File: src/assert_macros.svh
// ----------------------------------------------------------------------------
// assert_macros.svh
// Shared assertion macros for the numeric page encoder.
// ----------------------------------------------------------------------------
`ifndef ASSERT_MACROS_SVH
`define ASSERT_MACROS_SVH

// Check that cons holds in the same cycle as ante.
`define ASSERT_IMPLIES(label, clk, rst_n, ante, cons) \
  label: assert property (@(posedge clk) disable iff (!rst_n) (ante) |-> (cons)) \
    else $error("assertion failed");

// Check that cons holds in the cycle after ante.
`define ASSERT_NEXT(label, clk, rst_n, ante, cons) \
  label: assert property (@(posedge clk) disable iff (!rst_n) (ante) |=> (cons)) \
    else $error("assertion failed");

`endif

File: src/pocsag_pkg.sv
// ----------------------------------------------------------------------------
// pocsag_pkg
// Types, constants and codeword helpers for the numeric page encoder.
// ----------------------------------------------------------------------------
package pocsag_pkg;

  // Input item kinds
  localparam logic [1:0] FUNC_START = 2'd0;
  localparam logic [1:0] FUNC_CHAR  = 2'd1;
  localparam logic [1:0] FUNC_END   = 2'd2;

  // Configuration register indexes
  localparam int CFG_IDX_W = 2;
  localparam logic [CFG_IDX_W-1:0] REG_SYNC      = 2'd0;
  localparam logic [CFG_IDX_W-1:0] REG_IDLE      = 2'd1;
  localparam logic [CFG_IDX_W-1:0] REG_PREAMBLE  = 2'd2;
  localparam logic [CFG_IDX_W-1:0] REG_PRE_COUNT = 2'd3;

  // Configuration reset values
  localparam logic [31:0] SYNC_RST      = 32'h7CD2_15D8;
  localparam logic [31:0] IDLE_RST      = 32'h7A89_C197;
  localparam logic [31:0] PREAMBLE_RST  = 32'hAAAA_AAAA;
  localparam logic [4:0]  PRE_COUNT_RST = 5'd20;
  localparam logic [4:0]  MAX_PRE       = 5'd20;

  // BCH(31,21) generator, left aligned
  localparam logic [31:0] BCH_GEN = 32'hED20_0000;

  // Character codes
  localparam logic [7:0] CH_A       = 8'h41;
  localparam logic [7:0] CH_B       = 8'h42;
  localparam logic [7:0] CH_C       = 8'h43;
  localparam logic [7:0] CH_D       = 8'h44;
  localparam logic [7:0] CH_E       = 8'h45;
  localparam logic [7:0] CH_F       = 8'h46;
  localparam logic [7:0] CH_U       = 8'h55;
  localparam logic [7:0] CH_NL      = 8'h0A;
  localparam logic [7:0] CH_SPACE   = 8'h20;
  localparam logic [7:0] CH_DASH    = 8'h2D;
  localparam logic [7:0] CH_LBRACK  = 8'h5B;
  localparam logic [7:0] CH_RBRACK  = 8'h5D;
  localparam logic [3:0] SPACE_CODE = 4'hC;

  // Queue depths
  localparam int CMD_DEPTH_DEF = 4;
  localparam int OUT_DEPTH_DEF = 2;

  typedef struct packed {
    logic [1:0]  func;
    logic [20:0] address;
    logic [1:0]  function_bits;
    logic [7:0]  character;
  } in_item_t;

  typedef struct packed {
    logic [31:0] codeword;
    logic        last_of_run;
  } out_item_t;

  typedef struct packed {
    logic                 valid;
    logic [CFG_IDX_W-1:0] index;
    logic [31:0]          data;
  } cfg_wr_t;

  // Work handed from the front to the back
  typedef enum logic [1:0] {
    CMD_START,
    CMD_MSG,
    CMD_IDLE
  } cmd_kind_t;

  typedef struct packed {
    cmd_kind_t   kind;
    logic [20:0] data;        // upper 21 bits of the address or message codeword
    logic [2:0]  frame;
    logic        sync_first;
    logic        idle_after;
  } cmd_t;

  typedef enum logic [2:0] {
    BK_LOAD,
    BK_PRE,
    BK_SYNC,
    BK_FILL,
    BK_WORD,
    BK_TAIL
  } back_state_t;

  // Map a character to its numeric code
  function automatic logic [3:0] char_code(input logic [7:0] ch);
    logic [3:0] code;
    case (ch)
      CH_A, CH_NL:          code = 4'hA;
      CH_B, CH_U:           code = 4'hB;
      CH_C, CH_SPACE:       code = 4'hC;
      CH_D, CH_DASH:        code = 4'hD;
      CH_E, CH_LBRACK:      code = 4'hE;
      CH_F, CH_RBRACK:      code = 4'hF;
      default:              code = ch[3:0];
    endcase
    return code;
  endfunction

  function automatic logic [3:0] rev4(input logic [3:0] c);
    return {c[0], c[1], c[2], c[3]};
  endfunction

  // Check bits contributed by a single set bit b of the codeword
  function automatic logic [9:0] bch_col(input int b);
    logic [31:0] r;
    r = 32'h1 << b;
    for (int j = 0; j < 21; j++) begin
      if (r[31]) r = r ^ BCH_GEN;
      r = r << 1;
    end
    return r[31:22];
  endfunction

  // Append BCH check bits and even parity; linear, so one XOR tree
  function automatic logic [31:0] with_check(input logic [20:0] d);
    logic [9:0]  chk;
    logic [31:0] w;
    chk = '0;
    for (int i = 0; i < 21; i++) begin
      if (d[i]) chk = chk ^ bch_col(i + 11);
    end
    w = {d, chk, 1'b0};
    w[0] = ^w[31:1];
    return w;
  endfunction

endpackage

File: src/pocsag_fifo.sv
// ----------------------------------------------------------------------------
// pocsag_fifo
// Small register-based queue used for the encoder's command and output queues.
// ----------------------------------------------------------------------------
`include "assert_macros.svh"

module pocsag_fifo #(
  parameter int WIDTH = 8,
  parameter int DEPTH = 2
) (
  input  logic             clk,
  input  logic             rst_n,
  input  logic             push,
  input  logic [WIDTH-1:0] wdata,
  output logic             full,
  input  logic             pop,
  output logic [WIDTH-1:0] rdata,
  output logic             empty
);

  localparam int PTR_W = (DEPTH > 1) ? $clog2(DEPTH) : 1;
  localparam int CNT_W = $clog2(DEPTH + 1);

  logic [WIDTH-1:0] mem_r [DEPTH];
  logic [PTR_W-1:0] wr_ptr_r, wr_ptr_nxt;
  logic [PTR_W-1:0] rd_ptr_r, rd_ptr_nxt;
  logic [CNT_W-1:0] cnt_r, cnt_nxt;
  logic             do_push, do_pop;

  assign full    = (cnt_r == CNT_W'(DEPTH));
  assign empty   = (cnt_r == '0);
  assign do_push = push && !full;
  assign do_pop  = pop && !empty;
  assign rdata   = mem_r[rd_ptr_r];

  // Advance pointers with wrap at the depth
  always_comb begin
    wr_ptr_nxt = wr_ptr_r;
    rd_ptr_nxt = rd_ptr_r;
    cnt_nxt    = cnt_r;
    if (do_push) begin
      wr_ptr_nxt = (wr_ptr_r == PTR_W'(DEPTH - 1)) ? '0 : wr_ptr_r + 1'b1;
    end
    if (do_pop) begin
      rd_ptr_nxt = (rd_ptr_r == PTR_W'(DEPTH - 1)) ? '0 : rd_ptr_r + 1'b1;
    end
    if (do_push && !do_pop) begin
      cnt_nxt = cnt_r + 1'b1;
    end else if (do_pop && !do_push) begin
      cnt_nxt = cnt_r - 1'b1;
    end
  end

  always_ff @(posedge clk) begin
    if (!rst_n) begin
      wr_ptr_r <= '0;
      rd_ptr_r <= '0;
      cnt_r    <= '0;
    end else begin
      wr_ptr_r <= wr_ptr_nxt;
      rd_ptr_r <= rd_ptr_nxt;
      cnt_r    <= cnt_nxt;
    end
  end

  // Store the pushed entry
  always_ff @(posedge clk) begin
    if (do_push) begin
      mem_r[wr_ptr_r] <= wdata;
    end
  end

  `ASSERT_IMPLIES(a_fifo_cnt_bound, clk, rst_n, 1'b1, cnt_r <= CNT_W'(DEPTH))

endmodule

File: src/pocsag_front.sv
// ----------------------------------------------------------------------------
// pocsag_front
// Accepts input items, packs numeric codes and issues codeword commands.
// ----------------------------------------------------------------------------
`include "assert_macros.svh"

module pocsag_front (
  input  logic                 clk,
  input  logic                 rst_n,
  input  logic                 in_push,
  input  pocsag_pkg::in_item_t in_item,
  output logic                 in_full,
  output logic                 cmd_push,
  output pocsag_pkg::cmd_t     cmd_wdata,
  input  logic                 cmd_full
);

  import pocsag_pkg::*;

  logic [19:0] acc_r, acc_nxt;
  logic [2:0]  cnt_r, cnt_nxt;
  logic [3:0]  slot_r, slot_nxt;
  logic        open_r, open_nxt;
  logic        accept;
  logic [19:0] acc_char;
  logic [19:0] acc_pad;
  logic [3:0]  pad;

  assign in_full = cmd_full;
  assign accept  = in_push && !cmd_full;
  assign pad     = rev4(SPACE_CODE);
  assign acc_char = {acc_r[15:0], rev4(char_code(in_item.character))};

  // Fill the rest of a partial word with space codes
  always_comb begin
    case (cnt_r)
      3'd1:    acc_pad = {acc_r[3:0], pad, pad, pad, pad};
      3'd2:    acc_pad = {acc_r[7:0], pad, pad, pad};
      3'd3:    acc_pad = {acc_r[11:0], pad, pad};
      3'd4:    acc_pad = {acc_r[15:0], pad};
      default: acc_pad = acc_r;
    endcase
  end

  // Classify the item and build the command
  always_comb begin
    acc_nxt   = acc_r;
    cnt_nxt   = cnt_r;
    slot_nxt  = slot_r;
    open_nxt  = open_r;
    cmd_push  = 1'b0;
    cmd_wdata = '{kind: CMD_IDLE, data: '0, frame: '0, sync_first: 1'b0,
                  idle_after: 1'b0};
    if (accept) begin
      case (in_item.func)
        FUNC_START: begin
          cmd_push         = 1'b1;
          cmd_wdata.kind   = CMD_START;
          cmd_wdata.data   = {1'b0, in_item.address[20:3], in_item.function_bits};
          cmd_wdata.frame  = in_item.address[2:0];
          slot_nxt         = {in_item.address[2:0], 1'b1};
          acc_nxt          = '0;
          cnt_nxt          = '0;
          open_nxt         = 1'b1;
        end
        FUNC_CHAR: begin
          if (open_r) begin
            if (cnt_r == 3'd4) begin
              cmd_push             = 1'b1;
              cmd_wdata.kind       = CMD_MSG;
              cmd_wdata.data       = {1'b1, acc_char};
              cmd_wdata.sync_first = (slot_r == '0);
              slot_nxt             = slot_r + 1'b1;
              acc_nxt              = '0;
              cnt_nxt              = '0;
            end else begin
              acc_nxt = acc_char;
              cnt_nxt = cnt_r + 1'b1;
            end
          end
        end
        FUNC_END: begin
          if (open_r) begin
            cmd_push = 1'b1;
            if (cnt_r != '0) begin
              cmd_wdata.kind       = CMD_MSG;
              cmd_wdata.data       = {1'b1, acc_pad};
              cmd_wdata.sync_first = (slot_r == '0);
              cmd_wdata.idle_after = 1'b1;
              slot_nxt             = slot_r + 1'b1;
            end else begin
              cmd_wdata.kind = CMD_IDLE;
            end
            acc_nxt  = '0;
            cnt_nxt  = '0;
            open_nxt = 1'b0;
          end
        end
        default: begin
          // drop unused item kind
        end
      endcase
    end
  end

  always_ff @(posedge clk) begin
    if (!rst_n) begin
      acc_r  <= '0;
      cnt_r  <= '0;
      slot_r <= '0;
      open_r <= 1'b0;
    end else begin
      acc_r  <= acc_nxt;
      cnt_r  <= cnt_nxt;
      slot_r <= slot_nxt;
      open_r <= open_nxt;
    end
  end

  `ASSERT_IMPLIES(a_front_cnt_bound, clk, rst_n, 1'b1, cnt_r <= 3'd4)

endmodule

File: src/pocsag_back.sv
// ----------------------------------------------------------------------------
// pocsag_back
// Expands commands into codewords and holds the configuration registers.
// ----------------------------------------------------------------------------
`include "assert_macros.svh"

module pocsag_back (
  input  logic                  clk,
  input  logic                  rst_n,
  input  pocsag_pkg::cfg_wr_t   cfg,
  input  pocsag_pkg::cmd_t      cmd_rdata,
  input  logic                  cmd_empty,
  output logic                  cmd_pop,
  output logic                  out_push,
  output pocsag_pkg::out_item_t out_wdata,
  input  logic                  out_full
);

  import pocsag_pkg::*;

  back_state_t state_r, state_nxt;
  logic [4:0]  cnt_r, cnt_nxt;
  cmd_t        cur_r;
  logic [31:0] sync_r, idle_r, pre_word_r;
  logic [4:0]  pre_cnt_r;
  logic [4:0]  pc_sat;
  logic [4:0]  fill_end;
  logic        go;

  assign pc_sat   = (pre_cnt_r > MAX_PRE) ? MAX_PRE : pre_cnt_r;
  assign fill_end = {1'b0, cur_r.frame, 1'b0} - 5'd1;
  assign go       = !out_full;

  // Configuration registers
  always_ff @(posedge clk) begin
    if (!rst_n) begin
      sync_r     <= SYNC_RST;
      idle_r     <= IDLE_RST;
      pre_word_r <= PREAMBLE_RST;
      pre_cnt_r  <= PRE_COUNT_RST;
    end else if (cfg.valid) begin
      case (cfg.index)
        REG_SYNC:      sync_r     <= cfg.data;
        REG_IDLE:      idle_r     <= cfg.data;
        REG_PREAMBLE:  pre_word_r <= cfg.data;
        REG_PRE_COUNT: pre_cnt_r  <= cfg.data[4:0];
        default: ;
      endcase
    end
  end

  // Next state
  always_comb begin
    state_nxt = state_r;
    cnt_nxt   = cnt_r;
    case (state_r)
      BK_LOAD: begin
        if (!cmd_empty) begin
          cnt_nxt = '0;
          case (cmd_rdata.kind)
            CMD_START: state_nxt = (pc_sat != '0) ? BK_PRE : BK_SYNC;
            CMD_MSG:   state_nxt = cmd_rdata.sync_first ? BK_SYNC : BK_WORD;
            default:   state_nxt = BK_TAIL;
          endcase
        end
      end
      BK_PRE: begin
        if (go) begin
          if (cnt_r == pc_sat - 5'd1) begin
            state_nxt = BK_SYNC;
            cnt_nxt   = '0;
          end else begin
            cnt_nxt = cnt_r + 5'd1;
          end
        end
      end
      BK_SYNC: begin
        if (go) begin
          if (cur_r.kind == CMD_START && cur_r.frame != '0) begin
            state_nxt = BK_FILL;
          end else begin
            state_nxt = BK_WORD;
          end
          cnt_nxt = '0;
        end
      end
      BK_FILL: begin
        if (go) begin
          if (cnt_r == fill_end) begin
            state_nxt = BK_WORD;
            cnt_nxt   = '0;
          end else begin
            cnt_nxt = cnt_r + 5'd1;
          end
        end
      end
      BK_WORD: begin
        if (go) begin
          state_nxt = (cur_r.kind == CMD_MSG && cur_r.idle_after) ? BK_TAIL : BK_LOAD;
        end
      end
      BK_TAIL: begin
        if (go) state_nxt = BK_LOAD;
      end
      default: state_nxt = BK_LOAD;
    endcase
  end

  // Outputs
  always_comb begin
    cmd_pop   = 1'b0;
    out_push  = 1'b0;
    out_wdata = '{codeword: '0, last_of_run: 1'b0};
    case (state_r)
      BK_LOAD: cmd_pop = !cmd_empty;
      BK_PRE: begin
        out_push           = go;
        out_wdata.codeword = pre_word_r;
      end
      BK_SYNC: begin
        out_push           = go;
        out_wdata.codeword = sync_r;
      end
      BK_FILL: begin
        out_push           = go;
        out_wdata.codeword = idle_r;
      end
      BK_WORD: begin
        out_push              = go;
        out_wdata.codeword    = with_check(cur_r.data);
        out_wdata.last_of_run = !(cur_r.kind == CMD_MSG && cur_r.idle_after);
      end
      BK_TAIL: begin
        out_push              = go;
        out_wdata.codeword    = idle_r;
        out_wdata.last_of_run = 1'b1;
      end
      default: ;
    endcase
  end

  always_ff @(posedge clk) begin
    if (!rst_n) begin
      state_r <= BK_LOAD;
      cnt_r   <= '0;
    end else begin
      state_r <= state_nxt;
      cnt_r   <= cnt_nxt;
    end
  end

  // Hold the command being expanded
  always_ff @(posedge clk) begin
    if (cmd_pop) begin
      cur_r <= cmd_rdata;
    end
  end

  `ASSERT_IMPLIES(a_back_fill_frame, clk, rst_n, state_r == BK_FILL, cur_r.frame != '0)
  `ASSERT_IMPLIES(a_back_tail_kind, clk, rst_n, state_r == BK_TAIL, cur_r.kind != CMD_START)

endmodule

File: src/pocsag_numeric_page_encoder.sv
// ----------------------------------------------------------------------------
// pocsag_numeric_page_encoder
// Numeric pager codeword generator: start, character and end items in,
// 32-bit codewords out.
// ----------------------------------------------------------------------------
//  channel  ports                               handshake
//  input    in_push, in_full, in_item           push and not full
//  result   out_pop, out_empty, out_item        pop and not empty
//  config   cfg_valid, cfg_ready, cfg_index,    valid and ready
//           cfg_data
//
// A character item that does not finish a word is only packed in the front.
// Each back command passes a load state, then its codewords: a start gives
// min(preamble_count, 20) + 2 + 2 * (address mod 8) words, a message
// word one or two, an end one to three. The back's single codeword path sets
// the rate. The command queue lets the front keep accepting while the back
// works; a full output queue stalls the back, and the input only once the
// command queue has filled. Reset is synchronous and needs no clearing pass.
// ----------------------------------------------------------------------------
module pocsag_numeric_page_encoder #(
  parameter int CMD_DEPTH = pocsag_pkg::CMD_DEPTH_DEF,
  parameter int OUT_DEPTH = pocsag_pkg::OUT_DEPTH_DEF
) (
  input  logic                             clk,
  input  logic                             rst_n,
  input  logic                             in_push,
  output logic                             in_full,
  input  pocsag_pkg::in_item_t             in_item,
  input  logic                             out_pop,
  output logic                             out_empty,
  output pocsag_pkg::out_item_t            out_item,
  input  logic                             cfg_valid,
  output logic                             cfg_ready,
  input  logic [pocsag_pkg::CFG_IDX_W-1:0] cfg_index,
  input  logic [31:0]                      cfg_data
);

  import pocsag_pkg::*;

  cmd_t      cmd_wdata, cmd_rdata;
  logic      cmd_push, cmd_full, cmd_pop, cmd_empty;
  out_item_t back_wdata;
  logic      back_push, back_full;
  cfg_wr_t   cfg;

  // Registers accept writes at any time
  assign cfg_ready = 1'b1;
  assign cfg       = '{valid: cfg_valid, index: cfg_index, data: cfg_data};

  pocsag_front u_front (
    .clk       (clk),
    .rst_n     (rst_n),
    .in_push   (in_push),
    .in_item   (in_item),
    .in_full   (in_full),
    .cmd_push  (cmd_push),
    .cmd_wdata (cmd_wdata),
    .cmd_full  (cmd_full)
  );

  pocsag_fifo #(
    .WIDTH ($bits(cmd_t)),
    .DEPTH (CMD_DEPTH)
  ) u_cmd_q (
    .clk   (clk),
    .rst_n (rst_n),
    .push  (cmd_push),
    .wdata (cmd_wdata),
    .full  (cmd_full),
    .pop   (cmd_pop),
    .rdata (cmd_rdata),
    .empty (cmd_empty)
  );

  pocsag_back u_back (
    .clk       (clk),
    .rst_n     (rst_n),
    .cfg       (cfg),
    .cmd_rdata (cmd_rdata),
    .cmd_empty (cmd_empty),
    .cmd_pop   (cmd_pop),
    .out_push  (back_push),
    .out_wdata (back_wdata),
    .out_full  (back_full)
  );

  pocsag_fifo #(
    .WIDTH ($bits(out_item_t)),
    .DEPTH (OUT_DEPTH)
  ) u_out_q (
    .clk   (clk),
    .rst_n (rst_n),
    .push  (back_push),
    .wdata (back_wdata),
    .full  (back_full),
    .pop   (out_pop),
    .rdata (out_item),
    .empty (out_empty)
  );

endmodule
File: config.mk
export PLATFORM = sky130hd
export DESIGN_NAME = pocsag_numeric_page_encoder
export DESIGN_NICKNAME = d
export VERILOG_FILES = /design/src/pocsag_pkg.sv /design/src/pocsag_fifo.sv /design/src/pocsag_front.sv /design/src/pocsag_back.sv /design/src/pocsag_numeric_page_encoder.sv
export VERILOG_INCLUDE_DIRS = /design/src /design/src/src
export SDC_FILE = /design/constraint.sdc
export NUM_CORES = 1
export LEC_CHECK = 0
export BUFFER_PORTS_ARGS = -buffer_cell sky130_fd_sc_hd__buf_4
export CAP_MARGIN = 30
export CORE_UTILIZATION = 40
export DETAILED_ROUTE_END_ITERATION = 10
export PLACE_DENSITY = 0.64
export RECOVER_POWER = 100
export SLEW_MARGIN = 20
export SYNTH_ARGS = -nofsm -noshare
export SYNTH_HDL_FRONTEND = slang
export SYNTH_SLANG_ARGS = --single-unit
File: constraint.sdc
create_clock -name clk -period 5.5 [get_ports clk]
set_clock_uncertainty 0.05 [all_clocks]
set_input_delay 0.825 -clock clk [delete_from_list [all_inputs] [get_ports clk]]
set_output_delay 0.825 -clock clk [all_outputs]
set_load 0.03 [all_outputs]
==> impl_metrics.toml <==
[synth]
syn_area_um2 = 16070
syn_avg_cell_area_um2 = 11.06
synthesis.nets = 1548
synth_edf_count = 200
synth-seq-cells = 351
syn-instance-count = 1453
yosysTopAreaCellShare_pct = 37.37
seq_area_frac_synth_pct = 56.19
async_flop_share_pct = 0
ys_types = 67
synth_area_leaders = "edfxtp_1 (37%), dfxtp_1 (19%), nand2_1 (5.2%), mux4_2 (3.8%), a21oi_1 (3.8%)"
ys.flop_type = "edfxtp_1"
synth_top_cell_by_area = "edfxtp_1"
yosysWarningCount = 0

[critical_path]
crit_arrival_ns = 4.91
slowest_stage = "clkbuf_1"
timing.rr.start = "u_back.state_r[2]$_SDFFE_PN0P_"
rrSetupSlack_ns = 0.97
critPathLaunch = "u_back.state_r[2]$_SDFFE_PN0P_"
path_cells = "clkbuf_1 > nor2_2 > clkbuf_2 > o311a_1 > nor4b_2 > o21ai_0 > a32o_1"
cp-endpoint = "u_back.state_r[1]$_SDFFE_PN0P_"
critPathMaxFanout = 46
worstSetupPathType = "flip-flop to flip-flop"
worst_ep_required_time_ns = 5.88
r2r.worst_path.cells = 7
slowest_delay_ns = 2.05
cp-start-kind = "flip-flop"
worst_setup_path_end_kind = "flip-flop"
rr_endpoint = "u_back.state_r[1]$_SDFFE_PN0P_"

[timing]
min_period_over_period_pct = 82.30
rsz0062_at_grt = "false"
clock.fmax_mhz = 220.9
max_slew_margin_pct = -94.56
setup_viol = 0
max_slew.worst_pin.slew_ns = 2.918
post-route-min-period_ns = 4.526
finalHoldViolCount = 0
tns_ns = 0
drv_slew = 191

[clocking]
ctsResizeCount = 0
cts_setup_buffers = 0
h-tree-depth = 2
clk_path_buf_depth = 3
cts_tree = "done"
hold_buffers = 0
cts_buffers = 38
insertion_delay_ns = 0.54
cts.clk_slew.worst_paths_ns = 0.06
cts_num_sinks = 351
cts_root_buffer = "clkbuf_16"

[placement]
gp_congestion = 0.8931
placed_area_um2 = 17340
portBuffers = 106
dp_hpwl_mm = 25.69
dp.cells = 2001

[cells_and_area]
area_growth_pct = 14.64
fin_nets = 1612
diodes = 0
fillCellCount = 3663
final_cell_count_no_fill = 2072
fin_area_um2 = 18420
final_common_cell = "nand2_1"
layout_common_cells = "nand2_1 (222), edfxtp_1 (200), dfxtp_1 (150)"
drive_above_1_share_pct = 14.87

[route]
drt_iter0_markers = 859
first_pass_iters = 7
vias_per_cell = 5.570
vias = 11540
remaining_drc_errors = 0
wl_mm = 39.94
route.detailed.wl_per_inst_um = 19.27
antenna_left = 0

[die]
start_util_pct = 40.54
die_area_um2 = 40980
num_rows = 73
fp.dieH_um = 202.4
ios = 108
die_x_um = 202.4
core-area_um2 = 39640

[run_status]
status = "complete, but fails checks"
violations = "capacitance limit, slew limit"

[grt]
grt_use_total_pct = 19.29
grt_pass1_wl_mm = 62.76
antenna_found_initial = 0
grt_overflow = 0
grt_start_max_net_pins = 67
first_global_vias = 11420

[power_and_ir_drop]
power_density_nw_per_um2 = 582.0
worst_ir_drop_vdd_mv = 0.5769
p_total_uw = 10720
p_leak_uw = 0.006455

[run]
cap_viol_max_count = 5

[worst_hold_path]
hp-class = "flip-flop to flip-flop"
hold_depth = 2
-- report_power, final --
| part | total (µW) | leakage (µW) | switching [µW] | internal, µW |
|---|---|---|---|---|
| registers | 3680 | 0.00311 | 276 | 3400 |
| logic | 4510 | 0.00274 | 2590 | 1920 |
| clock network | 2530 | 0.000606 | 1070 | 1460 |
-- stage by stage --
stage | util (%) | hold slack [ns] | setup slack (ns)
after floorplan | - | 0.3838 | 2.043
after global placement | 43.65 | 0.3918 | 1.526
after detailed placement | 43.75 | 0.3985 | 1.458
after CTS | 46.88 | 0.4068 | 1.457
after global routing | 46.47 | 0.4252 | 0.6583
final | 46.47 | 0.4070 | 0.9736
-- sequential cells by signal, indices dropped and copies added (netlist names), 2 cells and up, named ones only --
register / flops
u_cmd_q.mem_r: 108
u_out_q.mem_r: 66
u_back.idle_r: 32
u_back.pre_word_r: 32
u_back.sync_r: 32
u_back.cur_r: 26
u_front.acc_r: 20
u_back.cnt_r: 5
u_back.pre_cnt_r: 5
u_front.slot_r: 4
u_back.state_r: 3
u_cmd_q.cnt_r: 3
u_front.cnt_r: 3
u_cmd_q.rd_ptr_r: 2
u_cmd_q.wr_ptr_r: 2
u_out_q.cnt_r: 2
-- cell type report --
cell class / count / area [µm²] / share of cell area [%]
clock buffer: 48 / 1050 / 5.699
clock inverter: 22 / 191.4 / 1.039
inverter: 19 / 71.32 / 0.3871
multi-input combinational: 977 / 6565 / 35.64
sequential: 351 / 9030 / 49.02
tap: 525 / 656.9 / 3.566
timing repair buffer: 130 / 857.1 / 4.653
-- routing by layer --
layer,wire length [µm],share of wire (%),track usage (%)
met1,17470,44,25.92
met2,18870,47,31.56
met3,2593,6.5,3.257
met4,1008,2.5,6.364
met5,0,0,0
-- Yosys cell counts (all sizes together) (4+ instances only) --
cell and count:
a31oi 8, o21ai 24, a21oi 121, nand2b 8, nand3b 4, xor2 22, a222oi 13, xnor2 70
or2 4, nor2b 14, and2 11, nand3 55, inv 18, nand2 222, mux2i 34, a22oi 39
a221oi 29, a32oi 5, clkbuf 90, a211oi 7, nor4 5, mux4 27, and3 5, dfxtp 151
nor2 111, nor3b 8, or3 4, ha 22, nor3 10, edfxtp 200, buf 16, o211ai 9
mux2 44
-- kinds of logic (layout without fill, tap and decap cells) --
logic type               after synthesis  in the layout  synth area share (%)
AO/OA/AOI/OAI                        286            286                 11.76
XOR/XNOR                              93             93                 5.388
multiplexers                         105            105                 8.985
flip-flops                           351            351                 56.19
adder cells (fa/ha/maj)               23             23                 1.838
buffers and inverters                125            219                 2.982
other                                  1              1               0.02334
AND/OR/NAND/NOR                      469            469                 12.84
-- worst min path at each step --
stage / startpoint / to / slack [ns]
CTS: u_back.pre_word_r[6]$_SDFFE_PN0P_ / u_back.pre_word_r[6]$_SDFFE_PN0P_ / 0.41
detailed placement: u_back.pre_word_r[6]$_SDFFE_PN0P_ / u_back.pre_word_r[6]$_SDFFE_PN0P_ / 0.40
global placement: u_back.sync_r[15]$_SDFFE_PN0P_ / u_back.sync_r[15]$_SDFFE_PN0P_ / 0.39
global route: u_back.sync_r[11]$_SDFFE_PN0P_ / u_back.sync_r[11]$_SDFFE_PN0P_ / 0.43
finish: u_back.pre_word_r[6]$_SDFFE_PN0P_ / u_back.pre_word_r[6]$_SDFFE_PN0P_ / 0.41
floorplan: u_back.pre_word_r[0]$_SDFFE_PN0P_ / u_back.pre_word_r[0]$_SDFFE_PN0P_ / 0.38
-- critical path, delay by kind of cell, from the launching register on --
family	cells	cell delay, ns
AOI/OAI and AO/OA	3	0.94
buffers and inverters	2	2.72
DFF	1	0.34
and+or+nand+nor	2	0.35
Power figures use the tool's default switching activity.
